<file path="src/hdl/pcbb_pkg.sv">
package pcbb_pkg;

    localparam int MAX_KEY_BYTES = 32;
    localparam int MAX_RESTARTS  = 32;

    localparam int KEY_AW = (MAX_KEY_BYTES > 1) ? $clog2(MAX_KEY_BYTES) : 1;
    localparam int KEY_CW = $clog2(MAX_KEY_BYTES + 1);
    localparam int RST_AW = (MAX_RESTARTS > 1) ? $clog2(MAX_RESTARTS) : 1;
    localparam int RST_CW = $clog2(MAX_RESTARTS + 1);

    typedef logic [1:0] cmd_t;

    localparam cmd_t CMD_BEGIN  = 2'd0;
    localparam cmd_t CMD_KEY    = 2'd1;
    localparam cmd_t CMD_VALUE  = 2'd2;
    localparam cmd_t CMD_FINISH = 2'd3;

    localparam logic [2:0] WORD_BYTES     = 3'd4;
    localparam logic [2:0] SINGLE_BYTE    = 3'd1;
    localparam logic [7:0] INTERVAL_RESET = 8'd16;

endpackage

</file>
<file path="src/hdl/pcbb_ram.sv">
module pcbb_ram #(
    parameter int WIDTH = 8,
    parameter int DEPTH = 32
) (
    input  logic                                        aclk,
    input  logic                                        we,
    input  logic [((DEPTH > 1) ? $clog2(DEPTH) : 1)-1:0] waddr,
    input  logic [WIDTH-1:0]                            wdata,
    input  logic [((DEPTH > 1) ? $clog2(DEPTH) : 1)-1:0] raddr,
    output logic [WIDTH-1:0]                            rdata
);

    logic [WIDTH-1:0] mem [DEPTH];

    always_ff @(posedge aclk) begin
        if (we) begin
            mem[waddr] <= wdata;
        end
        rdata <= mem[raddr];
    end

endmodule

</file>
<file path="src/hdl/prefix_compressed_block_builder.sv">
// channel | dir | handshake                 | payload
// s_      | in  | s_tvalid / s_tready       | tdata: byte, key len, value len; tuser: command
// m_      | out | m_tvalid / m_tready       | tdata: word, byte count; tuser: end, overflow
// cfg_    | in  | cfg_valid / cfg_ready     | cfg_data: restart interval
//
// value byte: goes straight to the output register when it is free, else waits in a hold stage
// key byte: key store read, then compare; the last one adds 3 header words
// plus read and pack steps per unshared key byte; header and packed words wait on m_tready
// finish: a restart store read and an output step per restart word, then the count word
// aresetn is synchronous; both stores hold garbage after reset and need no clearing
module prefix_compressed_block_builder
    import pcbb_pkg::*;
(
    input  logic        aclk,
    input  logic        aresetn,
    input  logic        s_tvalid,
    output logic        s_tready,
    input  logic [31:0] s_tdata,   // data_byte, key_length, value_length, zero pad
    input  logic [1:0]  s_tuser,   // command
    output logic        m_tvalid,
    input  logic        m_tready,
    output logic [39:0] m_tdata,   // out_word, byte_count, zero pad
    output logic        m_tlast,
    output logic [1:0]  m_tuser,   // block_end, overflow
    input  logic        cfg_valid,
    output logic        cfg_ready,
    input  logic [7:0]  cfg_data
);

    localparam logic [3:0] ST_IDLE = 4'd0;
    localparam logic [3:0] ST_KCMP = 4'd1;
    localparam logic [3:0] ST_HDR  = 4'd2;
    localparam logic [3:0] ST_KRD  = 4'd3;
    localparam logic [3:0] ST_KACC = 4'd4;
    localparam logic [3:0] ST_KOUT = 4'd5;
    localparam logic [3:0] ST_VAL  = 4'd6;
    localparam logic [3:0] ST_RRD  = 4'd7;
    localparam logic [3:0] ST_ROUT = 4'd8;
    localparam logic [3:0] ST_RCNT = 4'd9;

    localparam logic [1:0] HDR_SHARED   = 2'd0;
    localparam logic [1:0] HDR_UNSHARED = 2'd1;
    localparam logic [1:0] HDR_VALUE    = 2'd2;

    logic [3:0]        state_reg, state_next;
    logic [7:0]        interval_reg;
    logic [KEY_CW-1:0] prev_len_reg, prev_len_next;
    logic [KEY_CW-1:0] cur_len_reg, cur_len_next;
    logic [KEY_CW-1:0] seen_reg, seen_next;
    logic [KEY_CW-1:0] shared_reg, shared_next;
    logic              match_reg, match_next;
    logic [15:0]       pend_reg, pend_next;
    logic [7:0]        group_reg, group_next;
    logic [RST_CW-1:0] rcount_reg, rcount_next;
    logic [31:0]       body_reg, body_next;
    logic              ovf_reg, ovf_next;
    logic [1:0]        hdr_idx_reg, hdr_idx_next;
    logic [KEY_CW-1:0] ptr_reg, ptr_next;
    logic [31:0]       pack_reg, pack_next;
    logic [2:0]        pack_cnt_reg, pack_cnt_next;
    logic [RST_CW-1:0] ridx_reg, ridx_next;
    logic [7:0]        hold_byte_reg, hold_byte_next;
    logic [KEY_CW-1:0] hold_idx_reg, hold_idx_next;

    logic              m_valid_reg, m_valid_next;
    logic [31:0]       m_word_reg, m_word_next;
    logic [2:0]        m_cnt_reg, m_cnt_next;
    logic              m_last_reg, m_last_next;
    logic              m_end_reg, m_end_next;
    logic              m_ovf_reg, m_ovf_next;

    logic              key_we;
    logic [KEY_AW-1:0] key_raddr;
    logic [7:0]        key_rdata;
    logic              rst_we;
    logic [31:0]       rst_rdata;

    logic              s_accept;
    logic              out_free;
    cmd_t              in_cmd;
    logic [7:0]        in_byte;
    logic [5:0]        in_klen;
    logic [15:0]       in_vlen;
    logic [KEY_CW-1:0] shared_eff;

    logic [7:0]        iv;
    logic              restart;
    logic [8:0]        grp_sum;
    logic [KEY_CW-1:0] klen;

    assign s_tready  = (state_reg == ST_IDLE);
    assign cfg_ready = 1'b1;
    assign s_accept  = s_tvalid && s_tready;
    assign out_free  = !m_valid_reg || m_tready;

    assign in_cmd  = s_tuser;
    assign in_byte = s_tdata[7:0];
    assign in_klen = s_tdata[13:8];
    assign in_vlen = s_tdata[29:14];

    assign shared_eff = (shared_reg > cur_len_reg) ? cur_len_reg : shared_reg;
    assign key_raddr  = (state_reg == ST_IDLE) ? seen_reg[KEY_AW-1:0] : ptr_reg[KEY_AW-1:0];

    assign iv      = (interval_reg == 8'd0) ? 8'd1 : interval_reg;
    assign restart = (group_reg == 8'd0) || (group_reg >= iv);
    assign grp_sum = (restart ? 9'd0 : {1'b0, group_reg}) + 9'd1;
    assign klen    = (int'(in_klen) > MAX_KEY_BYTES) ? KEY_CW'(MAX_KEY_BYTES)
                                                     : KEY_CW'(in_klen);

    assign rst_we = s_accept && (in_cmd == CMD_BEGIN) && restart
                    && (int'(rcount_reg) < MAX_RESTARTS);
    assign key_we = s_accept && (in_cmd == CMD_KEY) && (seen_reg < cur_len_reg);

    pcbb_ram #(.WIDTH(8), .DEPTH(MAX_KEY_BYTES)) u_key_ram (
        .aclk  (aclk),
        .we    (key_we),
        .waddr (seen_reg[KEY_AW-1:0]),
        .wdata (in_byte),
        .raddr (key_raddr),
        .rdata (key_rdata)
    );

    pcbb_ram #(.WIDTH(32), .DEPTH(MAX_RESTARTS)) u_rst_ram (
        .aclk  (aclk),
        .we    (rst_we),
        .waddr (rcount_reg[RST_AW-1:0]),
        .wdata (body_reg),
        .raddr (ridx_reg[RST_AW-1:0]),
        .rdata (rst_rdata)
    );

    always_comb begin
        state_next     = state_reg;
        prev_len_next  = prev_len_reg;
        cur_len_next   = cur_len_reg;
        seen_next      = seen_reg;
        shared_next    = shared_reg;
        match_next     = match_reg;
        pend_next      = pend_reg;
        group_next     = group_reg;
        rcount_next    = rcount_reg;
        body_next      = body_reg;
        ovf_next       = ovf_reg;
        hdr_idx_next   = hdr_idx_reg;
        ptr_next       = ptr_reg;
        pack_next      = pack_reg;
        pack_cnt_next  = pack_cnt_reg;
        ridx_next      = ridx_reg;
        hold_byte_next = hold_byte_reg;
        hold_idx_next  = hold_idx_reg;

        m_valid_next = m_valid_reg && !m_tready;
        m_word_next  = m_word_reg;
        m_cnt_next   = m_cnt_reg;
        m_last_next  = m_last_reg;
        m_end_next   = m_end_reg;
        m_ovf_next   = m_ovf_reg;

        unique case (state_reg)
            ST_IDLE: begin
                if (s_accept) begin
                    unique case (in_cmd)
                        CMD_BEGIN: begin
                            if (seen_reg < cur_len_reg) begin
                                prev_len_next = seen_reg;
                            end
                            if (restart) begin
                                if (int'(rcount_reg) < MAX_RESTARTS) begin
                                    rcount_next = rcount_reg + 1'b1;
                                end else begin
                                    ovf_next = 1'b1;
                                end
                            end
                            group_next   = (grp_sum >= {1'b0, iv}) ? 8'd0 : grp_sum[7:0];
                            cur_len_next = klen;
                            seen_next    = '0;
                            shared_next  = '0;
                            match_next   = !restart;
                            pend_next    = in_vlen;
                            if (klen == '0) begin
                                prev_len_next = '0;
                                hdr_idx_next  = HDR_SHARED;
                                state_next    = ST_HDR;
                            end
                        end
                        CMD_KEY: begin
                            if (seen_reg < cur_len_reg) begin
                                hold_byte_next = in_byte;
                                hold_idx_next  = seen_reg;
                                seen_next      = seen_reg + 1'b1;
                                state_next     = ST_KCMP;
                            end
                        end
                        CMD_VALUE: begin
                            if (seen_reg == cur_len_reg && pend_reg != 16'd0) begin
                                pend_next = pend_reg - 16'd1;
                                body_next = body_reg + 32'd1;
                                if (out_free) begin
                                    m_valid_next = 1'b1;
                                    m_word_next  = {24'd0, in_byte};
                                    m_cnt_next   = SINGLE_BYTE;
                                    m_last_next  = 1'b1;
                                    m_end_next   = 1'b0;
                                    m_ovf_next   = ovf_reg;
                                end else begin
                                    hold_byte_next = in_byte;
                                    state_next     = ST_VAL;
                                end
                            end
                        end
                        CMD_FINISH: begin
                            ridx_next  = '0;
                            state_next = ST_RRD;
                        end
                        default: begin
                            state_next = ST_IDLE;
                        end
                    endcase
                end
            end
            ST_KCMP: begin
                if (match_reg && hold_idx_reg < prev_len_reg && key_rdata == hold_byte_reg) begin
                    shared_next = shared_reg + 1'b1;
                end else begin
                    match_next = 1'b0;
                end
                if (seen_reg == cur_len_reg) begin
                    prev_len_next = cur_len_reg;
                    hdr_idx_next  = HDR_SHARED;
                    state_next    = ST_HDR;
                end else begin
                    state_next = ST_IDLE;
                end
            end
            ST_HDR: begin
                if (out_free) begin
                    m_valid_next = 1'b1;
                    m_cnt_next   = WORD_BYTES;
                    m_end_next   = 1'b0;
                    m_ovf_next   = ovf_reg;
                    m_last_next  = 1'b0;
                    case (hdr_idx_reg)
                        HDR_SHARED:   m_word_next = 32'(shared_eff);
                        HDR_UNSHARED: m_word_next = 32'(cur_len_reg - shared_eff);
                        default:      m_word_next = {16'd0, pend_reg};
                    endcase
                    if (hdr_idx_reg == HDR_VALUE) begin
                        body_next     = body_reg + 32'd12;
                        ptr_next      = shared_eff;
                        pack_next     = '0;
                        pack_cnt_next = '0;
                        if (shared_eff == cur_len_reg) begin
                            m_last_next = 1'b1;
                            state_next  = ST_IDLE;
                        end else begin
                            state_next = ST_KRD;
                        end
                    end else begin
                        hdr_idx_next = hdr_idx_reg + 2'd1;
                    end
                end
            end
            ST_KRD: begin
                state_next = ST_KACC;
            end
            ST_KACC: begin
                pack_next[{pack_cnt_reg[1:0], 3'b000} +: 8] = key_rdata;
                pack_cnt_next = pack_cnt_reg + 3'd1;
                ptr_next      = ptr_reg + 1'b1;
                if (pack_cnt_reg == 3'd3 || ptr_reg + 1'b1 == cur_len_reg) begin
                    state_next = ST_KOUT;
                end else begin
                    state_next = ST_KRD;
                end
            end
            ST_KOUT: begin
                if (out_free) begin
                    m_valid_next  = 1'b1;
                    m_word_next   = pack_reg;
                    m_cnt_next    = pack_cnt_reg;
                    m_last_next   = (ptr_reg == cur_len_reg);
                    m_end_next    = 1'b0;
                    m_ovf_next    = ovf_reg;
                    body_next     = body_reg + 32'(pack_cnt_reg);
                    pack_next     = '0;
                    pack_cnt_next = '0;
                    state_next    = (ptr_reg == cur_len_reg) ? ST_IDLE : ST_KRD;
                end
            end
            ST_VAL: begin
                if (out_free) begin
                    m_valid_next = 1'b1;
                    m_word_next  = {24'd0, hold_byte_reg};
                    m_cnt_next   = SINGLE_BYTE;
                    m_last_next  = 1'b1;
                    m_end_next   = 1'b0;
                    m_ovf_next   = ovf_reg;
                    state_next   = ST_IDLE;
                end
            end
            ST_RRD: begin
                state_next = (ridx_reg < rcount_reg) ? ST_ROUT : ST_RCNT;
            end
            ST_ROUT: begin
                if (out_free) begin
                    m_valid_next = 1'b1;
                    m_word_next  = rst_rdata;
                    m_cnt_next   = WORD_BYTES;
                    m_last_next  = 1'b0;
                    m_end_next   = 1'b0;
                    m_ovf_next   = ovf_reg;
                    ridx_next    = ridx_reg + 1'b1;
                    state_next   = ST_RRD;
                end
            end
            ST_RCNT: begin
                if (out_free) begin
                    m_valid_next  = 1'b1;
                    m_word_next   = 32'(rcount_reg);
                    m_cnt_next    = WORD_BYTES;
                    m_last_next   = 1'b1;
                    m_end_next    = 1'b1;
                    m_ovf_next    = ovf_reg;
                    prev_len_next = '0;
                    cur_len_next  = '0;
                    seen_next     = '0;
                    shared_next   = '0;
                    match_next    = 1'b0;
                    pend_next     = '0;
                    group_next    = '0;
                    rcount_next   = '0;
                    body_next     = '0;
                    ovf_next      = 1'b0;
                    state_next    = ST_IDLE;
                end
            end
            default: begin
                state_next = ST_IDLE;
            end
        endcase
    end

    always_ff @(posedge aclk) begin
        if (!aresetn) begin
            state_reg    <= ST_IDLE;
            interval_reg <= INTERVAL_RESET;
            prev_len_reg <= '0;
            cur_len_reg  <= '0;
            seen_reg     <= '0;
            shared_reg   <= '0;
            match_reg    <= 1'b0;
            pend_reg     <= '0;
            group_reg    <= '0;
            rcount_reg   <= '0;
            body_reg     <= '0;
            ovf_reg      <= 1'b0;
            m_valid_reg  <= 1'b0;
        end else begin
            state_reg    <= state_next;
            if (cfg_valid && cfg_ready) begin
                interval_reg <= cfg_data;
            end
            prev_len_reg <= prev_len_next;
            cur_len_reg  <= cur_len_next;
            seen_reg     <= seen_next;
            shared_reg   <= shared_next;
            match_reg    <= match_next;
            pend_reg     <= pend_next;
            group_reg    <= group_next;
            rcount_reg   <= rcount_next;
            body_reg     <= body_next;
            ovf_reg      <= ovf_next;
            m_valid_reg  <= m_valid_next;
        end
    end

    always_ff @(posedge aclk) begin
        hdr_idx_reg   <= hdr_idx_next;
        ptr_reg       <= ptr_next;
        pack_reg      <= pack_next;
        pack_cnt_reg  <= pack_cnt_next;
        ridx_reg      <= ridx_next;
        hold_byte_reg <= hold_byte_next;
        hold_idx_reg  <= hold_idx_next;
        m_word_reg    <= m_word_next;
        m_cnt_reg     <= m_cnt_next;
        m_last_reg    <= m_last_next;
        m_end_reg     <= m_end_next;
        m_ovf_reg     <= m_ovf_next;
    end

    assign m_tvalid = m_valid_reg;
    assign m_tdata  = {5'd0, m_cnt_reg, m_word_reg};
    assign m_tlast  = m_last_reg;
    assign m_tuser  = {m_ovf_reg, m_end_reg};

endmodule

</file>
<file path="config.mk">
export PLATFORM = sky130hd
export DESIGN_NAME = prefix_compressed_block_builder
export DESIGN_NICKNAME = d
export VERILOG_FILES = /design/src/hdl/pcbb_pkg.sv /design/src/hdl/pcbb_ram.sv /design/src/hdl/prefix_compressed_block_builder.sv
export SDC_FILE = /design/constraint.sdc
export NUM_CORES = 2
export LEC_CHECK = 0
export ABC_AREA = 1
export BUFFER_PORTS_ARGS = -buffer_cell sky130_fd_sc_hd__clkbuf_2
export CAP_MARGIN = 25
export CORE_UTILIZATION = 45
export DETAILED_ROUTE_END_ITERATION = 8
export PLACE_DENSITY = 0.59
export SLEW_MARGIN = 40
export SYNTH_ARGS = -nofsm -noshare
export SYNTH_HDL_FRONTEND = slang
export SYNTH_SLANG_ARGS = --single-unit
</file>
<file path="constraint.sdc">
create_clock -name aclk -period 7.3 [get_ports aclk]
set_input_delay 0.73 -clock aclk [delete_from_list [all_inputs] [get_ports aclk]]
set_output_delay 0.73 -clock aclk [all_outputs]
set_load 0.01 [all_outputs]
</file>
Word level (Yosys, flattened, before mapping)
Memory sizes are Yosys's and may differ from the RTL's. A register that Yosys moved wholly into a read port is not among the register bits.
Cells that the tools add are included.
{"block": "totals", "ff_bits": 202, "latch_bits": 0, "ram_bits": 1280, "rom_bits": 0, "input_bits": 47, "output_inout_bits": 46, "word_cells": 310, "n_memories": 2}
{"name": "u_rst_ram.mem", "words": 32, "width": 32, "read_ports": 1, "rd_ports_with_merged_regs": 1, "write_ports": 1, "line_no": "pcbb_ram.sv:13", "text": "logic [WIDTH-1:0] mem [DEPTH];"}
{"name": "u_key_ram.mem", "words": 32, "width": 8, "read_ports": 1, "rd_ports_with_merged_regs": 1, "write_ports": 1, "line_no": "pcbb_ram.sv:13"}
{"block": "op_classes", "addsub": 14, "multipliers": 0, "n_div": 0, "magnitude_cmp": 8, "n_eq_ne": 52, "shift": 2, "n_mux": 146, "bitwise": 0, "reduce_logical": 61}
{"op": "32-bit two-way mux", "n": 18}
{"op": "32-bit case mux with 6 select lines", "n": 1}
{"op": "6-bit two-way mux", "n": 24}
{"op": "32-bit case mux with 4 select lines", "n": 1}
{"op": "32-bit case mux with 3 select lines", "n": 1}
{"op": "8-bit two-way mux", "n": 9}
{"op": "6-bit case mux with 2 select lines", "n": 6}
{"op": "16-bit case mux with 2 select lines", "n": 2}
{"op": "32-bit case mux with 2 select lines", "n": 1}
{"op": "16-bit two-way mux", "n": 3}
{"op": "4-bit two-way mux", "n": 10}
{"op": "4-bit case mux with 9 select lines", "n": 1}
{"op": "6-bit case mux with 3 select lines", "n": 2}
{"op": "1-bit two-way mux", "n": 34}
{"op": "32-bit by 1-bit adder with 32-bit output, second input constant", "n": 1}
{"op": "32-bit by 3-bit adder with 32-bit output", "n": 1}
{"op": "32-bit by 4-bit adder with 32-bit output, second input constant", "n": 1}
{"op": "32-bit bitwise mux", "n": 1}
{"op": "8-bit case mux with 2 select lines", "n": 2}
{"op": "8-bit by 7-bit variable shift with 32-bit output, first input constant", "n": 1}
{"op": "8-bit by 7-bit indexed part select with 32-bit output", "n": 1}
{"op": "6-bit by 1-bit adder with 6-bit output, second input constant", "n": 5}
{"op": "3-bit two-way mux", "n": 10}
{"op": "6-bit AND reduction", "n": 5}
{"op": "58 further kinds", "n": 142}

Logic depth before layout (Yosys ltp)
{"block": "logic_depth", "word_depth": 11, "depth_mapped": 26}

Cells and area by module
Synthesis repeated with hierarchy kept, for this count alone.
{"block": "hier_totals", "cells_unflattened": 6287, "hier_area_um2": 66336.1}
{"module": "pcbb_ram at u_rst_ram", "instances": 1, "cells_per_inst": 3536, "area_each_um2": 42405.7, "seq_area_each_um2": 31390.1}
{"module": "prefix_compressed_block_builder", "instances": 1, "cells_per_inst": 1829, "area_each_um2": 13143.9, "seq_area_each_um2": 5054.8}
{"module": "pcbb_ram at u_key_ram", "instances": 1, "cells_per_inst": 922, "area_each_um2": 10786.6, "seq_area_each_um2": 7847.5}

Worst setup path before layout
OpenSTA, ideal clock, no wires.
{"block": "synth_path", "path_kind": "reg-to-reg", "start": "register interval_reg[7]", "end": "register group_reg[7]", "setup_time_ns": 0.065, "arrival_ns": 3.561, "t_required_ns": 7.235, "slack_ns": 3.674, "path_stages_with_launch": 26, "n_path_buf": 1, "period_less_slack_ns": 3.626, "path_cell_list": "dfxtp_1 -> nor4_1 -> a41o_1 -> ha_1 -> nand2_1 -> nor2_1 -> nor2_1 -> nand2_1 -> nand2_1 -> nand2_1 -> clkbuf_1 -> nor2_1 -> ha_1 -> nand4_1 -> nor2_1 -> xor2_1 -> ha_1 -> a21oi_1 -> o21ai_0 -> nor2_1 -> o21ai_0 -> a21oi_2 -> nand2_1 -> nor2_1 -> nor2_1 -> nor2_1"}
{"block": "synth_via", "elab_chain_cells": 11}
{"element": "start: declaration", "line_no": "prefix_compressed_block_builder.sv:46", "text": "logic [7:0] interval_reg;"}
{"element": "start signal: assignment", "line_no": "prefix_compressed_block_builder.sv:361", "text": "interval_reg <= cfg_data;"}
{"element": "8-bit logical NOT", "line_no": "prefix_compressed_block_builder.sv:104", "text": "assign iv = (interval_reg == 8'd0) ? 8'd1 : interval_reg;"}
{"element": "8-bit two-way mux (*)", "line_no": "prefix_compressed_block_builder.sv:104"}
{"element": "8-bit greater-or-equal comparator", "line_no": "prefix_compressed_block_builder.sv:105", "text": "assign restart = (group_reg == 8'd0) || (group_reg >= iv);"}
{"element": "1-bit logical OR", "line_no": "prefix_compressed_block_builder.sv:105"}
{"element": "8-bit two-way mux", "line_no": "prefix_compressed_block_builder.sv:106", "text": "assign grp_sum = (restart ? 9'd0 : {1'b0, group_reg}) + 9'd1;"}
{"element": "8-bit by 1-bit adder with 9-bit output", "line_no": "prefix_compressed_block_builder.sv:106"}
{"element": "9-bit by 8-bit greater-or-equal comparator with 1-bit output", "line_no": "prefix_compressed_block_builder.sv:174", "text": "group_next = (grp_sum >= {1'b0, iv}) ? 8'd0 : grp_sum[7:0];"}
{"element": "8-bit two-way mux (*)", "line_no": "prefix_compressed_block_builder.sv:174"}
{"element": "8-bit two-way mux (*)", "line_no": "prefix_compressed_block_builder.sv:162", "text": "unique case (in_cmd)"}
{"element": "8-bit two-way mux (*)", "line_no": "prefix_compressed_block_builder.sv:161", "text": "if (s_accept) begin"}
{"element": "8-bit case mux with 2 select lines (*)", "line_no": "prefix_compressed_block_builder.sv:159", "text": "unique case (state_reg)"}
{"element": "end signal: assignment", "line_no": "prefix_compressed_block_builder.sv:369", "text": "group_reg <= group_next;"}
{"element": "end: declaration", "line_no": "prefix_compressed_block_builder.sv:53", "text": "logic [7:0] group_reg, group_next;"}
Mark *: on every way between the ends. The rest lies on a longest branch, timed or not. The select of a mux whose other input is x is not followed.
A chain may end at the register's enable or synchronous reset.

Final worst setup path
Ends and elaborated chain as after synthesis.

==> metrics <==
result of the run finished, final reports clean; WP buf/inv 0; via count 43572; Lkg Pwr about 0.024 uW; predominant post-synthesis flop cell sky130_fd_sc_hd__edfxtp_1; nets@finish 5588; post-synthesis to final-layout area growth 12.2%; count of different cell masters after synthesis 61; Final Routed Wirelength 181000 microns; # clock sinks 1522; TritonCTS clock tree yes; Max IR drop VDD between 0.2 and 0.3 mV; gr ovfl total 0; family of cells with the greatest summed delay on the critical path simple AND/OR/NAND/NOR gates; top flop regs u_rst_ram.mem (1024), u_key_ram.mem (256); floorplan die area between 100000 and 150000 sq um; initial core utilization between 40% and 50%; Syn. warnings 0; period utilisation layout between 60% and 70%; PD cells 361 nW/um^2; fraction of final layout cells with drive strength greater than 1 9.21%; Max Slew Vio Count 0; Async S/R FF share, synth 0%; Final Hold Violating Endpoints 0; antenna-violating nets left 0; number of antenna repair diodes 0; Hold/Removal Path Class in -> reg; critical path startpoint category register; CTS Root Buffer Type sky130_fd_sc_hd__clkbuf_16; detailed-route vias per instance 5.83; I/O pin total 93; Mapped Avg Cell Area approximately 12 sq um; antenna violations before repair 1; worst reg2reg startpoint interval_reg[7]; cell count after placement 7179; largest net degree at the start of global routing 191; Non-Filler Instances 7469; CTS clock-pin slew for the worst setup and hold paths around 0.06 ns; Most flops, register u_rst_ram.mem; final sum of negative setup slack 0 ns; top cell type by total area after synthesis sky130_fd_sc_hd__edfxtp_1; HPWL after DPL 104000 microns; Critical Path Sink Type register; hold path depth 3; Peak Freq 213 MHz; Final Skew around 0.049 ns; Worst Tran Pin Value 0.909 ns; num rows 137; Cell Area, Synth 63900 sq um; later-pin clock latency in the skew report 0.80 ns; Max-Cap Viols 0; DRC violation count after routing 0; Worst EP arrival 5.42 ns; area share of the largest cell type after synthesis 64.9%; post-synthesis register bit count 1522; cell-by-cell listing of the critical path nor4_1 -> a41o_1 -> ha_1 -> nand2_1 -> nor2_1 -> nor2_1 -> nand2_1 -> nand2_1 -> nand2_1 -> nor2_1 -> ha_1 -> nand4_1 -> nor2_1 -> xor2_1 -> ha_1 -> a21oi_1 -> o21ai_0 -> nor2_1 -> o21ai_0 -> a21oi_2 -> nand2_1 -> nor2_1 -> nor2_1 -> nor2_1; average wire length per cell after detail routing around 24 microns; total routing resource utilization after global routing 24.9%; logic depth of the worst register-to-register path 24; required time worst endpoint about 8 ns; count of mapped cells out of synthesis 5449; post-cts resize count 0; fraction of the yosys area taken by sequential cells 69.3%; Post-CTS Hold Buffers 0; violation count after the first detailed-route iteration 4628; capturing point of the worst reg2reg path group_reg[7]; core outline area 140000 sq um; global placer's final weighted congestion 0.909; post-CTS setup repair buffer count 0; Bufs on Longest Clock Path 3; final period demand of the worst path roughly 4.7 ns; Inserted Clock Buffers around 160; first-pass GRT wire length roughly 270000 microns; number of flops mapped to enable cells by yosys ~1400; Final setup violation count 0; via count of the first global-routing pass about 41000; Critical Path Max Stage Delay 0.43 ns; crit path max-delay cell type sky130_fd_sc_hd__nand2_1; critical path start-end classification reg -> reg; reg-to-reg setup timing slack ~2.6 ns; cell type with the highest occurrence count on the critical path sky130_fd_sc_hd__nor2_1; die height 379 microns; worst hold path endpoint interval_reg[4]; main area contributors after synthesis sky130_fd_sc_hd__edfxtp_1 (65%), sky130_fd_sc_hd__o21ai_0 (6.5%), sky130_fd_sc_hd__nor2_1 (5.3%); worst min-delay path startpoint cfg_data[4]; Relative slew margins 39.4%; Largest register FFs 1024; setup repair after global routing missed its margin no; worst-path fanout max 12; # port buffers 84; drt pass-1 iters 6; Chip Width 379 microns; maximum level of the CTS H-tree 4
Yosys cell counts (6+ instances only):
cell type                  count
sky130_fd_sc_hd__edfxtp_1   1381
sky130_fd_sc_hd__nor2_1      902
sky130_fd_sc_hd__o21ai_0     826
sky130_fd_sc_hd__nand2_1     438
sky130_fd_sc_hd__inv_1       273
sky130_fd_sc_hd__nand3_1     262
sky130_fd_sc_hd__clkbuf_1    253
sky130_fd_sc_hd__o221ai_1    192
sky130_fd_sc_hd__dfxtp_1     141
sky130_fd_sc_hd__a21oi_1     131
sky130_fd_sc_hd__o22ai_1      92
sky130_fd_sc_hd__ha_1         71
sky130_fd_sc_hd__o21bai_1     51
sky130_fd_sc_hd__nor3_1       49
sky130_fd_sc_hd__buf_2        45
sky130_fd_sc_hd__a31oi_1      38
sky130_fd_sc_hd__a32oi_1      35
sky130_fd_sc_hd__xor2_1       35
sky130_fd_sc_hd__o21ai_1      24
sky130_fd_sc_hd__o211ai_1     22
sky130_fd_sc_hd__nand4_1      20
sky130_fd_sc_hd__buf_1        19
sky130_fd_sc_hd__a221o_1      16
sky130_fd_sc_hd__xnor2_1      14
sky130_fd_sc_hd__a22oi_1      12
sky130_fd_sc_hd__buf_4        11
sky130_fd_sc_hd__inv_2         8
sky130_fd_sc_hd__nand2_2       8
sky130_fd_sc_hd__a221oi_1      7
sky130_fd_sc_hd__nor4_1        7
sky130_fd_sc_hd__or2_2         6
cell usage in the layout, fill, tap and decap left out, types with 14 or more instances in the layout:
master and n:
sky130_fd_sc_hd__a32oi_1 35, sky130_fd_sc_hd__edfxtp_1 1381, sky130_fd_sc_hd__nor2_4 36, sky130_fd_sc_hd__a21oi_1 129, sky130_fd_sc_hd__o221ai_1 192, sky130_fd_sc_hd__inv_1 269
sky130_fd_sc_hd__clkbuf_2 79, sky130_fd_sc_hd__nand2_1 438, sky130_fd_sc_hd__dfxtp_1 133, sky130_fd_sc_hd__o22ai_1 92, sky130_fd_sc_hd__o21ai_0 826, sky130_fd_sc_hd__clkinv_2 30
sky130_fd_sc_hd__xor2_1 35, sky130_fd_sc_hd__a221o_1 16, sky130_fd_sc_hd__ha_1 71, sky130_fd_sc_hd__nor3_1 48, sky130_fd_sc_hd__o211ai_1 22, sky130_fd_sc_hd__nand4_1 20
sky130_fd_sc_hd__nand3_1 257, sky130_fd_sc_hd__o21bai_1 51, sky130_fd_sc_hd__buf_4 90, sky130_fd_sc_hd__nor2_1 862, sky130_fd_sc_hd__clkbuf_1 46, sky130_fd_sc_hd__clkinv_1 24
sky130_fd_sc_hd__xnor2_1 14, sky130_fd_sc_hd__a31oi_1 38, sky130_fd_sc_hd__clkbuf_16 159, sky130_fd_sc_hd__o21ai_1 23
routing by layer:
| layer | track usage [%] | vias to the layer above | wire (microns) |
|---|---|---|---|
| li1 | - | 19985 | - |
| met3 | 3.26 | 320 | 11800 |
| met1 | 34.7 | 21613 | 77000 |
| met2 | 39.6 | 1654 | 84800 |
| met5 | 0 | - | 0 |
| met4 | 10.0 | 0 | 6970 |
report_power, final:
group,leakage [uW],internal [uW],switching (uW)
clock network,0.00241,4290,3430
registers,0.0138,10400,410
logic,0.00799,1990,5340
through the flow:
stage               setup WS [ns]  instance area, sq um  power [uW]  hold slack (ns)  utilization [%]
detailed placement           2.66                 66600       18200            0.436             47.5
global route                 2.14                 71700       27100            0.159             51.2
global placement             2.71                 66400       18100            0.435             47.4
CTS                          2.64                 71500       25900            0.113             51.0
finish                       2.61                 71700       25900            0.154             51.2
floorplan                    3.67                 63900       15700            0.408                -
area by class of cell:
class                   instances  area, sq um
fillers                     12266        68500
repair buffers                192         1470
clock inverters                75          768
inverters                     286         1100
flip-flops and latches       1522        44300
clock buffers                 209         4180
multi-input cells            3309        17500
well taps                    1876         2350
worst max-delay path by stage:
stage	start	end	slack (ns)	cells after the start
after global routing	interval_reg[1]	group_reg[7]	2.14	24
after detailed placement	interval_reg[1]	group_reg[7]	2.66	24
after floorplan	interval_reg[7]	group_reg[7]	3.67	25
after global placement	interval_reg[1]	u_rst_ram.mem[30][6]	2.71	12
final	interval_reg[7]	group_reg[7]	2.61	24
after CTS	interval_reg[1]	group_reg[7]	2.64	24
worst min-delay path, stage by stage:
cell	delay, ns
sky130_fd_sc_hd__clkbuf_2	0.07
sky130_fd_sc_hd__a21oi_1	0.05
sky130_fd_sc_hd__o21ai_0	0.06
kinds of logic (layout without fill, tap and decap cells):
logic type	Yosys count	in the layout	share of synthesized area, %
and+or+nand+nor	1715	1715	11.0
AOI/OAI and AO/OA	1466	1466	13.7
DFF	1522	1522	69.3
xor gates and xnor gates	49	49	0.671
other	2	6	0.0117
buffers and inverters	622	762	3.88
adders and majority gates	73	73	1.45
Note: power is estimated with default switching activity, not from simulation.
